**src/rtl/core/crclf_pkg.sv**
```systemverilog
// ----------------------------------------------------------------------------
// crclf_pkg
// Shared types, codes and the CRC-24 byte update for the line framer.
// ----------------------------------------------------------------------------
package crclf_pkg;

    // CRC-24 polynomial without its implicit top bit
    localparam logic [23:0] CRC_POLY_LOW = 24'h864CFB;

    // Configuration register indexes
    localparam int unsigned CFG_INDEX_W = 2;
    localparam logic [CFG_INDEX_W-1:0] REG_MODE           = 2'd0;
    localparam logic [CFG_INDEX_W-1:0] REG_BYTES_PER_LINE = 2'd1;

    // Register reset values
    localparam logic       MODE_RESET           = 1'b1;
    localparam logic [7:0] BYTES_PER_LINE_RESET = 8'd22;

    localparam logic [15:0] LINE_COUNT_MAX = 16'hFFFF;

    typedef enum logic [1:0] {
        KIND_DATA       = 2'd0,
        KIND_LINE_START = 2'd1,
        KIND_LINE_CRC   = 2'd2,
        KIND_BLOCK_CRC  = 2'd3
    } kind_t;

    typedef struct packed {
        kind_t       kind;
        logic [23:0] value;
        logic [15:0] line_number;
        logic        last;
    } result_t;

    // One byte through the CRC-24 register, most significant bit first
    function automatic logic [23:0] crc24_byte(input logic [23:0] crc_in,
                                               input logic [7:0]  data);
        logic [23:0] crc;
        crc = crc_in ^ {data, 16'h0000};
        for (int k = 0; k < 8; k++) begin
            if (crc[23]) begin
                crc = {crc[22:0], 1'b0} ^ CRC_POLY_LOW;
            end
            else begin
                crc = {crc[22:0], 1'b0};
            end
        end
        return crc;
    endfunction

endpackage

```
**src/rtl/core/crclf_if.sv**
```systemverilog
// ----------------------------------------------------------------------------
// crclf_if
// Valid/ready channels of the line framer: byte input, result output and
// configuration writes.
// ----------------------------------------------------------------------------
interface crclf_in_if;
    logic       valid;
    logic       ready;
    logic [7:0] data_byte;
    logic       end_of_block;

    modport source (output valid, output data_byte, output end_of_block, input ready);
    modport sink   (input valid, input data_byte, input end_of_block, output ready);
endinterface

interface crclf_out_if;
    logic        valid;
    logic        ready;
    logic [1:0]  kind;
    logic [23:0] value;
    logic [15:0] line_number;
    logic        last;

    modport source (output valid, output kind, output value, output line_number,
                    output last, input ready);
    modport sink   (input valid, input kind, input value, input line_number,
                    input last, output ready);
endinterface

interface crclf_cfg_if;
    logic       valid;
    logic       ready;
    logic [1:0] index;
    logic [7:0] data;

    modport source (output valid, output index, output data, input ready);
    modport sink   (input valid, input index, input data, output ready);
endinterface

```
**src/rtl/core/crc24_line_framer.sv**
```systemverilog
// ----------------------------------------------------------------------------
// crc24_line_framer
// Byte framer with a running CRC-24 over all bytes since reset and, in line
// mode, a CRC-24 per line and line-start tokens; every end of block emits CRC words.
// ----------------------------------------------------------------------------
// Output: the first result word of an input word appears in the cycle after
//   the input word is accepted.
// Flow: an input word loads 1 to 3 result words into a 3-entry buffer drained
//   by the single output port; a new word waits until its last word is popped.
// Reset: rst_n clears both CRCs to CRC_INIT_VALUE, the line counters to zero,
//   the registers to line mode with 22 bytes per line, and empties the buffer.
module crc24_line_framer
    import crclf_pkg::*;
#(
    parameter logic [23:0] CRC_INIT_VALUE = 24'hB704CE
) (
    input  logic          clk,
    input  logic          rst_n,
    crclf_in_if.sink      byte_stream,
    crclf_out_if.source   result,
    crclf_cfg_if.sink     cfg
);

    logic        mode_reg;
    logic [7:0]  bytes_per_line_reg;
    logic [23:0] block_crc_reg, block_crc_next;
    logic [23:0] line_crc_reg, line_crc_next;
    logic [15:0] line_count_reg, line_count_next;
    logic [7:0]  position_reg, position_next;

    result_t     slot_reg [3];
    result_t     slot_new [3];
    logic [1:0]  count_reg;
    logic [1:0]  count_new;

    logic        accept;
    logic        pop;

    // Handshakes
    assign cfg.ready         = 1'b1;
    assign byte_stream.ready = (count_reg == 2'd0) || ((count_reg == 2'd1) && result.ready);
    assign accept            = byte_stream.valid && byte_stream.ready;
    assign pop               = result.valid && result.ready;

    assign result.valid       = (count_reg != 2'd0);
    assign result.kind        = slot_reg[0].kind;
    assign result.value       = slot_reg[0].value;
    assign result.line_number = slot_reg[0].line_number;
    assign result.last        = slot_reg[0].last;

    // Configuration writes
    always_ff @(posedge clk or negedge rst_n)
    begin
        if (!rst_n)
        begin
            mode_reg           <= MODE_RESET;
            bytes_per_line_reg <= BYTES_PER_LINE_RESET;
        end
        else if (cfg.valid && cfg.ready)
        begin
            if (cfg.index == REG_MODE)
            begin
                mode_reg <= cfg.data[0];
            end
            else if (cfg.index == REG_BYTES_PER_LINE)
            begin
                bytes_per_line_reg <= cfg.data;
            end
        end
    end

    // Work out the result words and the next state for one input word
    always_comb
    begin
        logic [7:0]  b;
        logic [7:0]  len;
        logic [7:0]  pos_inc;
        logic [15:0] line_sat;
        logic [23:0] line_base;
        result_t     r_data;
        result_t     r_lcrc;
        result_t     r_start;

        b         = byte_stream.data_byte;
        len       = (bytes_per_line_reg == 8'd0) ? 8'd1 : bytes_per_line_reg;
        pos_inc   = position_reg + 8'd1;
        line_sat  = (line_count_reg != LINE_COUNT_MAX) ? line_count_reg + 16'd1
                                                       : LINE_COUNT_MAX;
        line_base = (position_reg == 8'd0 && line_count_reg != 16'd0) ? CRC_INIT_VALUE
                                                                     : line_crc_reg;

        r_data  = '{kind: KIND_DATA, value: {16'h0000, b}, line_number: 16'h0000,
                    last: 1'b1};
        r_lcrc  = '{kind: KIND_LINE_CRC, value: line_crc_reg, line_number: 16'h0000,
                    last: 1'b0};
        r_start = '{kind: KIND_LINE_START, value: 24'h000000, line_number: line_sat,
                    last: 1'b0};

        block_crc_next  = block_crc_reg;
        line_crc_next   = line_crc_reg;
        line_count_next = line_count_reg;
        position_next   = position_reg;
        slot_new[0]     = r_data;
        slot_new[1]     = r_data;
        slot_new[2]     = r_data;
        count_new       = 2'd1;

        priority if (!mode_reg && byte_stream.end_of_block)
        begin
            // Raw end of block: three CRC bytes, high first
            slot_new[0] = '{kind: KIND_DATA, value: {16'h0000, block_crc_reg[23:16]},
                            line_number: 16'h0000, last: 1'b0};
            slot_new[1] = '{kind: KIND_DATA, value: {16'h0000, block_crc_reg[15:8]},
                            line_number: 16'h0000, last: 1'b0};
            slot_new[2] = '{kind: KIND_DATA, value: {16'h0000, block_crc_reg[7:0]},
                            line_number: 16'h0000, last: 1'b1};
            count_new   = 2'd3;
        end
        else if (!mode_reg)
        begin
            // Raw byte: pass through
            block_crc_next = crc24_byte(block_crc_reg, b);
        end
        else if (byte_stream.end_of_block)
        begin
            // Line end of block: line CRC, then block CRC with next line number
            slot_new[0] = r_lcrc;
            slot_new[1] = '{kind: KIND_BLOCK_CRC, value: block_crc_reg,
                            line_number: line_sat, last: 1'b1};
            count_new   = 2'd2;
        end
        else
        begin
            // Line byte: optional line close and line start before the byte
            block_crc_next = crc24_byte(block_crc_reg, b);
            line_crc_next  = crc24_byte(line_base, b);
            position_next  = (pos_inc >= len) ? 8'd0 : pos_inc;
            if (position_reg == 8'd0)
            begin
                line_count_next = line_sat;
                if (line_count_reg != 16'd0)
                begin
                    slot_new[0] = r_lcrc;
                    slot_new[1] = r_start;
                    count_new   = 2'd3;
                end
                else
                begin
                    slot_new[0] = r_start;
                    count_new   = 2'd2;
                end
            end
        end
    end

    // Framer state: advance on each accepted word
    always_ff @(posedge clk or negedge rst_n)
    begin
        if (!rst_n)
        begin
            block_crc_reg  <= CRC_INIT_VALUE;
            line_crc_reg   <= CRC_INIT_VALUE;
            line_count_reg <= 16'd0;
            position_reg   <= 8'd0;
        end
        else if (accept)
        begin
            block_crc_reg  <= block_crc_next;
            line_crc_reg   <= line_crc_next;
            line_count_reg <= line_count_next;
            position_reg   <= position_next;
        end
    end

    // Result buffer fill count: load on accept, drop one on each pop
    always_ff @(posedge clk or negedge rst_n)
    begin
        if (!rst_n)
        begin
            count_reg <= 2'd0;
        end
        else if (accept)
        begin
            count_reg <= count_new;
        end
        else if (pop)
        begin
            count_reg <= count_reg - 2'd1;
        end
    end

    // Result buffer payload: load on accept, shift toward the head on pop
    always_ff @(posedge clk)
    begin
        if (accept)
        begin
            slot_reg[0] <= slot_new[0];
            slot_reg[1] <= slot_new[1];
            slot_reg[2] <= slot_new[2];
        end
        else if (pop)
        begin
            slot_reg[0] <= slot_reg[1];
            slot_reg[1] <= slot_reg[2];
        end
    end

    // Checks
    a_accept_fills: assert property (@(posedge clk) disable iff (!rst_n)
        accept |=> (count_reg != 2'd0))
        else $error("accepted word left the result buffer empty");

    a_last_is_tail: assert property (@(posedge clk) disable iff (!rst_n)
        (result.valid && result.last) |-> (count_reg == 2'd1))
        else $error("last word shown while more results are buffered");

    a_line_count_up: assert property (@(posedge clk) disable iff (!rst_n)
        1'b1 |=> (line_count_reg >= $past(line_count_reg)))
        else $error("line count went down");

    a_crc_holds: assert property (@(posedge clk) disable iff (!rst_n)
        !accept |=> $stable(block_crc_reg))
        else $error("block CRC changed without an accepted word");

endmodule

```
**src/flat_wrapper.sv**
```systemverilog
// flat-port wrapper written by rule: the top's interface ports become plain ports
module crc24_line_framer_flat import crclf_pkg::*;
#(
    parameter logic [23:0] CRC_INIT_VALUE = 24'hB704CE
)
  (clk, rst_n, byte_stream_valid, byte_stream_data_byte, byte_stream_end_of_block, byte_stream_ready, result_valid, result_kind, result_value, result_line_number, result_last, result_ready, cfg_valid, cfg_index, cfg_data, cfg_ready);
  crclf_in_if byte_stream_i ();
  crclf_out_if result_i ();
  crclf_cfg_if cfg_i ();
  input  logic clk;
  input  logic rst_n;
  input wire logic [$bits(byte_stream_i.valid)-1:0] byte_stream_valid;
  input wire logic [$bits(byte_stream_i.data_byte)-1:0] byte_stream_data_byte;
  input wire logic [$bits(byte_stream_i.end_of_block)-1:0] byte_stream_end_of_block;
  output wire logic [$bits(byte_stream_i.ready)-1:0] byte_stream_ready;
  output wire logic [$bits(result_i.valid)-1:0] result_valid;
  output wire logic [$bits(result_i.kind)-1:0] result_kind;
  output wire logic [$bits(result_i.value)-1:0] result_value;
  output wire logic [$bits(result_i.line_number)-1:0] result_line_number;
  output wire logic [$bits(result_i.last)-1:0] result_last;
  input wire logic [$bits(result_i.ready)-1:0] result_ready;
  input wire logic [$bits(cfg_i.valid)-1:0] cfg_valid;
  input wire logic [$bits(cfg_i.index)-1:0] cfg_index;
  input wire logic [$bits(cfg_i.data)-1:0] cfg_data;
  output wire logic [$bits(cfg_i.ready)-1:0] cfg_ready;
  assign byte_stream_i.valid = byte_stream_valid;
  assign byte_stream_i.data_byte = byte_stream_data_byte;
  assign byte_stream_i.end_of_block = byte_stream_end_of_block;
  assign byte_stream_ready = byte_stream_i.ready;
  assign result_valid = result_i.valid;
  assign result_kind = result_i.kind;
  assign result_value = result_i.value;
  assign result_line_number = result_i.line_number;
  assign result_last = result_i.last;
  assign result_i.ready = result_ready;
  assign cfg_i.valid = cfg_valid;
  assign cfg_i.index = cfg_index;
  assign cfg_i.data = cfg_data;
  assign cfg_ready = cfg_i.ready;
  crc24_line_framer #(.CRC_INIT_VALUE(CRC_INIT_VALUE)) u_core (.clk(clk), .rst_n(rst_n), .byte_stream(byte_stream_i), .result(result_i), .cfg(cfg_i));
endmodule
```
**config.mk**
```make
export PLATFORM = sky130hd
export DESIGN_NAME = crc24_line_framer_flat
export DESIGN_NICKNAME = d
export VERILOG_FILES = /design/src/rtl/core/crclf_pkg.sv /design/src/rtl/core/crclf_if.sv /design/src/rtl/core/crc24_line_framer.sv /design/src/flat_wrapper.sv
export SDC_FILE = /design/constraint.sdc
export NUM_CORES = 1
export LEC_CHECK = 0
export BUFFER_PORTS_ARGS = -buffer_cell sky130_fd_sc_hd__buf_2
export CORE_UTILIZATION = 35
export DETAILED_ROUTE_END_ITERATION = 8
export GPL_TIMING_DRIVEN = 0
export PLACE_DENSITY = 0.56
export SLEW_MARGIN = 20
export SYNTH_ARGS = -nofsm -noshare
export SYNTH_HDL_FRONTEND = slang
export SYNTH_SLANG_ARGS = --single-unit
```
**constraint.sdc**
```tcl
create_clock -name clk -period 2.9 [get_ports clk]
set_input_delay 0.29 -clock clk [delete_from_list [all_inputs] [get_ports clk]]
set_output_delay 0.29 -clock clk [all_outputs]
set_load 0.02 [all_outputs]
```
Word level (Yosys, flattened, before mapping). Memories as Yosys holds them, arrays and structs flattened. Cells that the tools add are included.

Flip-flop bits (word level): 83. Bits in latches: 0. Memory bits (writable): 129. Memory bits (read-only): 0. Input bits: 24. Output and inout bits: 46. Logic and storage cells: 171. Memories kept: 1.

Memories: u_core.slot_reg (depth 3, bits a word 43, read ports 3, clocked after memory_dff 0, wr ports 3, RTL line crc24_line_framer.sv:31) `result_t slot_reg [3];`.

$add $sub $neg: 3. Multipliers: 0. Div/mod/pow operators: 0. $lt $le $gt $ge: 1. Eq/ne operators: 4. Shift-type cells: 0. Mux-type cells: 106. Bitwise gates (word level): 30. Reductions and logical operators: 19.

Operators with widths (count): 24-bit two-way mux (82); 86-bit two-way mux (4); 13-bit NOT (23); 43-bit two-way mux (3); 24-bit bitwise XOR (2); 42-bit two-way mux (1); 25-bit two-way mux (1); 16-bit by 1-bit adder with 16-bit output, second input constant (1); 8-bit logical NOT (2); 16-bit two-way mux (1); 8-bit two-way mux (2); 16-bit inequality test, second input constant (1); 16-bit nonzero test (1); 2-bit two-way mux (6); 8-bit by 1-bit adder with 8-bit output, second input constant (1); 8-bit greater-or-equal comparator (1); 1-bit two-way mux (6); 3-bit AND reduction (2); 1-bit logical AND (5); 5-bit AND reduction (1); 2-bit by 1-bit == test with 1-bit output, second input constant (2); 2-bit logical NOT (2); 4-bit AND reduction (1); 2-bit nonzero test (2); other kinds (7) (10).

Depth between registers and ports, before layout. Gate-level depths: netlist of run 1.

Word-level depth: 41. Depth in mapped cells: 12. Mapped depth without buffers: 12.

Least setup slack after synthesis of run 1. OpenSTA, ideal clock, no wires.

Kind: register to register. Start: register u_core.count_reg[0]. End: register u_core.count_reg[0]. Data arrival time: 3.154 ns. Data required time: 2.758 ns. Slack: -0.396 ns. Cell stages (with the launch flop): 9. Buffers on the path: 0. Cells stage by stage: dfrtp_1 inv_1 ha_1 inv_1 nand2_1 nand2_1 nand3_1 o21ai_0 a31oi_1.

RTL lines: start, declared (RTL line crc24_line_framer.sv:33) `logic [1:0] count_reg;`; start signal, assigned (RTL line crc24_line_framer.sv:184) `count_reg <= count_new;`; start signal, assigned (RTL line crc24_line_framer.sv:188) `count_reg <= count_reg - 2'd1;`; 2-bit nonzero test (RTL line crc24_line_framer.sv:45) `assign result.valid = (count_reg != 2'd0);`; net result_valid (RTL line flat_wrapper.sv:16) `output wire logic [$bits(result_i.valid)-1:0] result_valid;`; 1-bit logical AND (RTL line crc24_line_framer.sv:43) `assign pop = result.valid && result.ready;`; 2-bit nonzero test (no line).

The timed path passes the listed nets, and every way through them passes these cells. The select of a mux whose other input is x is not followed. A chain may end at the register's enable or synchronous reset.

Worst setup path after layout of run 1.
Start: register u_core.position_reg[0]. End: register u_core.line_crc_reg[0].

Longest elaborated chain between the ends: 36.

Ends and longest elaborated chain: start, declared (RTL line crc24_line_framer.sv:29) `logic [7:0] position_reg, position_next;`; start signal, assigned (RTL line crc24_line_framer.sv:171) `position_reg <= position_next;`; 8-bit logical NOT (*) (RTL line crc24_line_framer.sv:89) `line_base = (position_reg == 8'd0 && line_count_reg != 16'd0) ? CRC_INIT_VALUE`; 1-bit logical AND (*) (RTL line crc24_line_framer.sv:89); 24-bit two-way mux (*) (RTL line crc24_line_framer.sv:89); 24-bit bitwise XOR (*) (RTL line crclf_pkg.sv:39) `crc = crc_in ^ {data, 16'h0000};`; 13-bit NOT (no line); 24-bit two-way mux (*) (RTL line crclf_pkg.sv:41) `if (crc[23]) begin`; 24-bit two-way mux (*) (RTL line crc24_line_framer.sv:124) `else if (byte_stream.end_of_block)`; 24-bit two-way mux (*) (RTL line crc24_line_framer.sv:119) `else if (!mode_reg)`; [20 not listed]; 24-bit two-way mux (*) (RTL line crc24_line_framer.sv:119); 24-bit two-way mux (*) (RTL line crc24_line_framer.sv:108) `priority if (!mode_reg && byte_stream.end_of_block)`; 13-bit NOT (no line); 24-bit two-way mux (*) (RTL line crclf_pkg.sv:41); 24-bit two-way mux (*) (RTL line crc24_line_framer.sv:124); 24-bit two-way mux (*) (RTL line crc24_line_framer.sv:119); 24-bit two-way mux (*) (RTL line crc24_line_framer.sv:108); 24-bit two-way mux (*) (RTL line crclf_pkg.sv:41); end signal, assigned (RTL line crc24_line_framer.sv:169) `line_crc_reg <= line_crc_next;`; end, declared (RTL line crc24_line_framer.sv:27) `logic [23:0] line_crc_reg, line_crc_next;`.

Mark *: on every way between the ends. The rest lies on a longest branch, timed or not. The select of a mux whose other input is x is not followed.

==> results, run 1 <==
- The clock root buffer master is sky130_fd_sc_hd__clkbuf_16.
- The synthesized area divided by synthesized cell count is 10.36 um2.
- In this run the worst path has a maximum fanout of 6.
- In this run the core area contains 60 standard-cell rows.
- Input and output buffers added on the ports amount to 61.
- The congestion estimate from routability-driven global placement came to 0.8550.
- The maximum vdd ir drop is 0.0005093 V.
- In this run the most critical hold path is launched from cfg_data[5].
- After detailed routing, the number of vias per cell comes to 4.886.
- The final cell count without fillers is approximately 1400.
- The post-route cell area is 0.01148 mm2.
- The height of the die is 168.1 um.
- The worst path required time is 3.22 ns.
- The post-placement cell area is 0.01044 mm2.
- The initial antenna violation count is 0.
- At the end of the flow, the number of nets in the layout was 1072.
- The post-synthesis simple-gate area fraction is 13.10%.
- At the pin with the least slew margin, the transition time is ~0.82 ns.
- The fraction of synthesized cell area taken by the top area cell type is just under 30%.
- The top-level I/O count is 70.
- The largest single stage delay on the critical path is 0.47 ns.
- The tool flagged a number of max-cap violations equal to 0.
- From synthesis to final layout, the design area changed by 18.92%.
- The critical path goes through inv_2, ha_4, or4b_4, nor4_4, buf_4, buf_12, a21oi_1, xnor2_2, xor2_2, xnor2_2, xnor2_2, buf_4, mux2_4.
- The total global-route track usage is 17.55%.
- The fmax is 353.6 MHz.
- The post-synthesis instance area is 0.009657 mm2.
- The CTS buffer count is 17.
- Once detail routing completed, the nets flagged for antenna violations numbered 0.
- The part of the Yosys area used for sequential elements is 51.10%.
- The xor/xnor share of the synthesized area is 15.39%.
- The category of the worst setup path capture point is a flip-flop.
- OpenSTA, run right after detailed placement, puts the worst setup slack at -0.8197 ns.
- The die span in x is ~170 um.
- In this run the critical register-to-register path is captured at u_core.line_crc_reg[0].
- The register clock-pin slew on the reported worst setup and hold paths is 0.08 ns.
- The number of synthesized flops with an enable pin is between 90 and 100.
- In the post-synthesis netlist, the biggest area contributors are sky130_fd_sc_hd__edfxtp_1, sky130_fd_sc_hd__dfrtp_1, sky130_fd_sc_hd__xnor2_1.
- The final routed DRC violation total is 0.
- The total leakage power is 4.760 nW.
- The post-synthesis adder-cell area fraction is around 1.8%.
- The die outline area is 0.02826 mm2.
- Setup violations remaining at the end of the flow were counted as 0.
- The number of global-route vias before repair is approximately 6600.
- The number of H-tree levels is 4.
- The depth of the worst hold-timing path is 2.
- The portion of synthesized area spent on multiplexers is 1.840%.
- The main combinational cell family by area after synthesis is XOR/XNOR gates.
- The worst path in the final design needs a cycle of around 2.8 ns, including I/O delays and setup.
- The instance count of the mapped netlist is 932.
- The run finished with clean final reports.
- The post-synthesis sequential element count is 177.
- Once the floorplan was initialized, standard cells occupied 35.73% of the core.
- Across all register-to-register paths, the minimum setup slack is between 0.07 and 0.08 ns.
- The CTS tree is built.
- The via count of the routed design is between 6000 and 7000.
- The post-route clock skew is between 0.01 and 0.015 ns.
- The worst register-to-register path has a depth of 13.
- The total count of max-transition violations in the final report was 0.
- The cell with the most instances on the worst path is sky130_fd_sc_hd__xnor2_2.
- The critical path startpoint category is a flip-flop.
- The number of nets handed over by synthesis was 970.
- The path type of the worst setup path is flip-flop to flip-flop.
- The first-pass GRT wire length is 37610 um.
- Summing the areas of all compound-gate instances in the mapped netlist gives 10.48% of the synthesized area.
- For hold timing, the worst endpoint is u_core.bytes_per_line_reg[5].
- The slowest stage of the critical path is the sky130_fd_sc_hd__or4b_4 cell.
- After the first detailed-routing iteration, the DRC count stood at 532.
- The final count of hold timing violations is 0.
- The least setup slack across all paths after layout is a little over 0.07 ns.
- In the final layout, the share of cells above drive strength 1 is 23.59%.
- The Yosys step of the flow raised 0 warnings.
- The floorplan step defined a core boundary enclosing 0.02703 mm2.
- Among all flip-flop cells after synthesis, the most frequent one is sky130_fd_sc_hd__edfxtp_1.
- Setup repair after global routing could not meet its margin everywhere.
- The count of unique library cells instantiated by Yosys is 54.
- The clock reaches the later pin of the worst-skew pair after 0.44 ns.
- In this run the tightest slew margin relative to its limit is 45.08%.
- Clock tree synthesis found a total of 177 sinks.
- Counting flops with an async set or reset pin after synthesis yields a share of 46.89%.
- The number of flip-flops under the largest register name is 94.
- The biggest area consumer among synthesized cells is sky130_fd_sc_hd__edfxtp_1.
- The reg-to-reg startpoint is u_core.position_reg[0].
- For this block, the routed nets add up to between 20000 and 25000 um of wire.
- The power density of the placed cells is 1343 mW/mm2.
- The per-cell routed wire length is 17.06 um.
- The worst path uses between 90% and 100% of the clock period.
- The placed wire-length estimate after detailed placement is 16710 um.
- The total iterations of the first detailed-routing run is 6.
- The kind of path behind the tightest hold check is input port to flip-flop.
- The pin count of the biggest net entering global routing is 91.
- The total global routing overflow is 0.
- The total placed cells including tap cells is 1335.
- The arrival time at the worst endpoint is 3.15 ns.
- The maximum buffer depth of the clock tree is 2.
## power by group
part	total, mW	internal, mW	switching (mW)
registers	4.54	3.89	0.649
logic	8.44	4.00	4.44
clock network	2.44	1.34	1.10
total	15.4	9.23	6.19
## Yosys cell counts (16+ instances only)
| master | instances |
|---|---|
| sky130_fd_sc_hd__and2_1 | 31 |
| sky130_fd_sc_hd__a21oi_1 | 28 |
| sky130_fd_sc_hd__xnor2_1 | 112 |
| sky130_fd_sc_hd__inv_1 | 21 |
| sky130_fd_sc_hd__dfrtp_1 | 55 |
| sky130_fd_sc_hd__o21ai_1 | 40 |
| sky130_fd_sc_hd__nand2_1 | 150 |
| sky130_fd_sc_hd__nor2_1 | 45 |
| sky130_fd_sc_hd__buf_4 | 43 |
| sky130_fd_sc_hd__a22o_1 | 16 |
| sky130_fd_sc_hd__xor2_1 | 44 |
| sky130_fd_sc_hd__dfstp_2 | 28 |
| sky130_fd_sc_hd__o21ai_0 | 44 |
| sky130_fd_sc_hd__clkbuf_1 | 44 |
| sky130_fd_sc_hd__edfxtp_1 | 94 |
## worst max-delay path by stage
stage                                   startpoint                       to  slack (ns)
after detailed placement    u_core.position_reg[0]   u_core.slot_reg[0][18]       -0.82
after CTS                   u_core.position_reg[0]   u_core.line_crc_reg[0]       -0.06
after global routing      u_core.line_count_reg[0]  u_core.line_crc_reg[10]       -0.08
final                       u_core.position_reg[0]   u_core.line_crc_reg[0]        0.07
after floorplan             u_core.position_reg[0]   u_core.line_crc_reg[0]        0.04
after global placement      u_core.position_reg[0]   u_core.slot_reg[0][23]       -0.78
## area by class of cell
type	instances	area [um2]
timing repair buffer	86	546.8
multi-input combinational	639	4339
clock inverter	14	188.9
inverter	22	82.58
antenna	1	2.502
fill	2630	15540
sequential	177	4937
buffer	91	520.5
tap	341	426.7
clock buffer	18	439.2
## cells by family after synthesis
family	count (synthesis)
AND/OR/NAND/NOR	280
flip-flops	177
adder cells (fa/ha/maj)	14
other	1
buffers and inverters	116
multiplexers	16
XOR/XNOR	162
AO/OA/AOI/OAI	166
## routing by layer
metal	part of all wire, %	up-vias	global-route usage (%)	wire length, um
met2	48	170	28.61	11460
met1	46	3262	23.75	10860
met3	4.2	29	3.268	1000
li1	-	3325	-	-
met4	1.6	0	5.178	384
met5	0	-	0	0
## worst max-delay path: cells and delay by family, from the launching register on
| kind | cells | cell delay [ns] |
|---|---|---|
| AO/OA/AOI/OAI | 1 | 0.09 |
| multiplexers | 1 | 0.26 |
| adder cells (fa/ha/maj) | 1 | 0.12 |
| AND/OR/NAND/NOR | 2 | 0.60 |
| buffers and inverters | 4 | 0.53 |
| flip-flops | 1 | 0.42 |
| XOR/XNOR | 4 | 0.69 |
## cell usage in the layout, fill, tap and decap left out, types with 4 or more instances in the layout
master	instances
sky130_fd_sc_hd__buf_2	65
sky130_fd_sc_hd__buf_4	64
sky130_fd_sc_hd__inv_1	19
sky130_fd_sc_hd__nor2_1	41
sky130_fd_sc_hd__mux2_2	13
sky130_fd_sc_hd__xnor2_2	6
sky130_fd_sc_hd__xnor2_1	106
sky130_fd_sc_hd__a22o_1	16
sky130_fd_sc_hd__dfstp_2	28
sky130_fd_sc_hd__nor3_1	5
sky130_fd_sc_hd__clkbuf_1	38
sky130_fd_sc_hd__and2_1	31
sky130_fd_sc_hd__o21ai_1	39
sky130_fd_sc_hd__clkbuf_16	17
sky130_fd_sc_hd__nand2_1	149
sky130_fd_sc_hd__dfrtp_1	53
sky130_fd_sc_hd__xor2_1	39
sky130_fd_sc_hd__inv_8	4
sky130_fd_sc_hd__xor2_2	4
sky130_fd_sc_hd__a21oi_1	27
sky130_fd_sc_hd__ha_1	13
sky130_fd_sc_hd__xnor2_4	5
sky130_fd_sc_hd__nand2b_1	9
sky130_fd_sc_hd__a221oi_1	8
sky130_fd_sc_hd__o21ai_0	44
sky130_fd_sc_hd__edfxtp_1	94
sky130_fd_sc_hd__o221ai_1	8
sky130_fd_sc_hd__and3_1	9
sky130_fd_sc_hd__a21o_1	7
sky130_fd_sc_hd__nand4_1	5
sky130_fd_sc_hd__nand3_1	14
## through the flow
step | power (mW) | hold WS (ns) | TNS, ns | utilization [%]
floorplan | 10.18 | -0.005591 | 0 | -
global placement | 11.85 | 0.4723 | -35.49 | 38.45
detailed placement | 11.91 | 0.1746 | -36.43 | 38.63
CTS | 15.19 | 0.06424 | -0.1202 | 42.03
global route | 16.44 | 0.05742 | -0.1964 | 42.48
finish | 15.42 | 0.07370 | 0 | 42.49
## repair_timing
item | 4_1_cts | 5_1_grt
hold buffers | 1 | 0
setup buffers | 22 | 3
pin swaps | 16 | 9
gates resized for setup | 21 | 23
endpoints found under the hold margin | 22 | 0
setup endpoints to repair | 79 | 66
(Power assumes the default switching activity.)
==> inputs of run 2 (changes only) <==
RECOVER_POWER = 25   (was default)
==> run 2 against run 1 <==
Via count grew 0.84%. Critical endpoint unchanged. Largest power group unchanged. Cell area shrank 0.34%. First-iteration DRC count shrank 7.9%. Clock skew is essentially flat.
==> results, run 2 (synthesis gave the netlist of run 1 again) <==
- The library cell used most frequently in the layout, excluding fill and tap cells, is sky130_fd_sc_hd__nand2_1.
- The clock latency on the worst-skew pair was 0.44 ns (about the same).
- The number of vias per cell after detailed routing is 4.930 (+0.91%).
- The total global-route track usage is 17.55% (unchanged).
- The final core utilization was 42.35% (-0.14 points).
- The number of placement rows is 60 (unchanged).
- The final routed DRC violation total is 0 (unchanged).
- In the layout the commonest cells are sky130_fd_sc_hd__nand2_1, sky130_fd_sc_hd__xnor2_1, sky130_fd_sc_hd__edfxtp_1.
- The number of H-tree levels is 4 (unchanged).
- The power after layout is 15.41 mW (about the same).
- The post-route clock skew is 0.01243 ns (+0.00004040 ns).
- The pin count of the biggest net entering global routing is 91 (unchanged).
- The aggregate routed wire length came to 23670 um (-0.14%).
- The register clock-pin slew on the reported worst setup and hold paths is 0.08 ns (about the same).
- The CTS buffer count is 17 (unchanged).
- The maximum vdd ir drop is 0.0005118 V (+0.50%).
- The via count of the routed design came to 6843 (+0.84%).
- The final count of hold timing violations is 0 (unchanged).
- The number of flip-flops under the largest register name is 94 (unchanged).
- The total placed cells including tap cells is 1335 (unchanged).
- The worst slew margin relative to its limit was 6.672% (-38 points).
- The setup violation total in the final timing report is 0 (unchanged).
- The per-cell routed wire length is 17.05 um (about the same).
- The initial antenna violation count was 0 (unchanged).
- The peak fanout along the critical path is 6 (unchanged).
- The top-level I/O count came to 70 (unchanged).
- The maximum buffer depth of the clock tree came to 2 (unchanged).
- The worst hold path belongs to the class input port to flip-flop.
- The final critical-path share of the clock period was 97.51% (about the same).
- The final cell count without fillers came to 1388 (-0.072%).
- The layout overhead on the synthesized area is 18.51%.
- The number of filler instances in the final layout was 2634 (+0.15%).
- The worst setup path is captured at a flip-flop.
- The number of antenna cells inserted was 0 (-1).
- The quantity of I/O buffers inserted on ports is 61 (unchanged).
- The placed wire-length estimate after detailed placement was 16710 um (unchanged).
- The slew at the pin closest to its max-slew limit came to 1.400 ns (+0.5762 ns).
- The fmax is 353.6 MHz (about the same).
- The total leakage power is 4.726 nW (-0.72%).
- The clock root buffer master is sky130_fd_sc_hd__clkbuf_16.
- The die outline area is 0.02826 mm2 (unchanged).
- The sequential standard cell area was 0.004937 mm2 (unchanged).
- The fraction of final layout cells sized beyond drive strength 1 is 22.83% (-0.76 points).
- The total negative setup slack is 0 ns (unchanged).
- The arrival time at the worst endpoint is 3.15 ns (about the same).
- The height of the die came to 168.1 um (unchanged).
- The least setup slack across all paths after layout is 0.07224 ns (+0.0006666 ns).
- The number of global-route vias before repair is 6608 (unchanged).
- The total number of clock tree sinks was 177 (unchanged).
- The post-detailed-route count of antenna-violating nets was 0 (unchanged).
- The die span in x is 168.1 um (unchanged).
- The core footprint is 0.02703 mm2 (unchanged).
- The first-pass GRT wire length is 37610 um (unchanged).
- The post-placement setup slack is -0.8197 ns (unchanged).
- The flow ran to the end, and the final reports show no timing, DRC or antenna violations.
- The post-layout minimum cycle time is 2.828 ns (-0.0006666 ns).
- The total count of max-transition violations in the final report is 0 (unchanged).
- The worst setup path is launched from a flip-flop.
- The total iterations of the first detailed-routing run came to 5 (-1).
- The number of max-cap violations is 0 (unchanged).
- Setup repair after global routing could not meet its margin everywhere.
- TritonCTS built the clock tree.
- The starting utilization of the core area is 35.73% (unchanged).
- The total global routing overflow came to 0 (unchanged).
- The worst path required time was 3.22 ns (about the same).
- The power density of the placed cells was 1346 mW/mm2 (+0.27%).
- The count of routing violations after the opening detailed-route iteration came to 490 (-7.9%).
- The total area of multi-input combinational cells came to 0.004339 mm2 (unchanged).
- The final net count is 1072 (unchanged).
- The weighted congestion reported at the end of routability-driven placement was 0.8550 (unchanged).
- The worst setup path is of the flip-flop to flip-flop kind.
run 2: cell types whose count changed in the layout (fill, tap and decap cells not counted):
cell	delta
sky130_fd_sc_hd__diode_2	-1
sky130_fd_sc_hd__clkbuf_4	+1
sky130_fd_sc_hd__clkbuf_1	+8
sky130_fd_sc_hd__buf_16	-1
sky130_fd_sc_hd__buf_6	-1
sky130_fd_sc_hd__buf_2	-7
run 2: stage by stage:
step                cell area [um2]  hold slack (ns)
floorplan                      9659        -0.005591
global placement              10390           0.4723
detailed placement            10440           0.1746
CTS                           11360          0.06424
global route                  11440          0.05742
finish                        11440          0.07398
run 2: worst paths after layout:
kind | slack (ns) | end | depth (start not counted) | start
max | 0.07 | u_core.line_crc_reg[0] | 13 | u_core.position_reg[0]
min | 0.07 | u_core.bytes_per_line_reg[5] | 2 | cfg_data[5]
max reg2reg | 0.07 | u_core.line_crc_reg[0] | 13 | u_core.position_reg[0]
min reg2reg | 0.49 | u_core.line_crc_reg[10] | 2 | u_core.line_crc_reg[10]
max in group asynchronous | 0.45 | u_core.line_count_reg[0] | 3 | rst_n
min in group asynchronous | 0.70 | u_core.block_crc_reg[12] | 2 | rst_n
run 2: final cells by class:
type                       instances  area share [%]
buffer                            91           4.548
clock buffer                      18           3.837
clock inverter                    14           1.651
inverter                          22          0.7215
multi-input combinational        639           37.91
sequential                       177           43.14
tap                              341           3.728
timing repair buffer              86           4.460
run 2: where the power goes:
part	leakage (nW)	internal, mW	switching [mW]
clock	0.305	1.34	1.10
sequential	1.93	3.89	0.645
combinational	2.49	3.98	4.45
total	4.73	9.21	6.20
run 2: per-layer routing:
metal	wire length [um]	vias to the layer above	GRT usage, %
met5	0	-	0
met4	394	0	5.178
met3	1057	30	3.268
met2	11480	191	28.61
met1	10740	3296	23.75
li1	-	3326	-
run 2: what timing repair did:
item,CTS,global route
gates resized for setup,21,23
pin swaps,16,9
setup buffers,22,3
hold endpoints to repair,22,0
hold buffers,1,0
setup endpoints to repair,79,66
run 2: critical path, stage by stage (launching register included):
cell and delay (ns):
sky130_fd_sc_hd__dfrtp_2 0.42, sky130_fd_sc_hd__inv_2 0.07, sky130_fd_sc_hd__ha_4 0.12, sky130_fd_sc_hd__or4b_4 0.47, sky130_fd_sc_hd__nor4_4 0.13, sky130_fd_sc_hd__buf_4 0.18, sky130_fd_sc_hd__buf_12 0.12, sky130_fd_sc_hd__a21oi_1 0.09
sky130_fd_sc_hd__xnor2_2 0.17, sky130_fd_sc_hd__xor2_2 0.21, sky130_fd_sc_hd__xnor2_2 0.16, sky130_fd_sc_hd__xnor2_2 0.15, sky130_fd_sc_hd__buf_4 0.16, sky130_fd_sc_hd__mux2_4 0.26
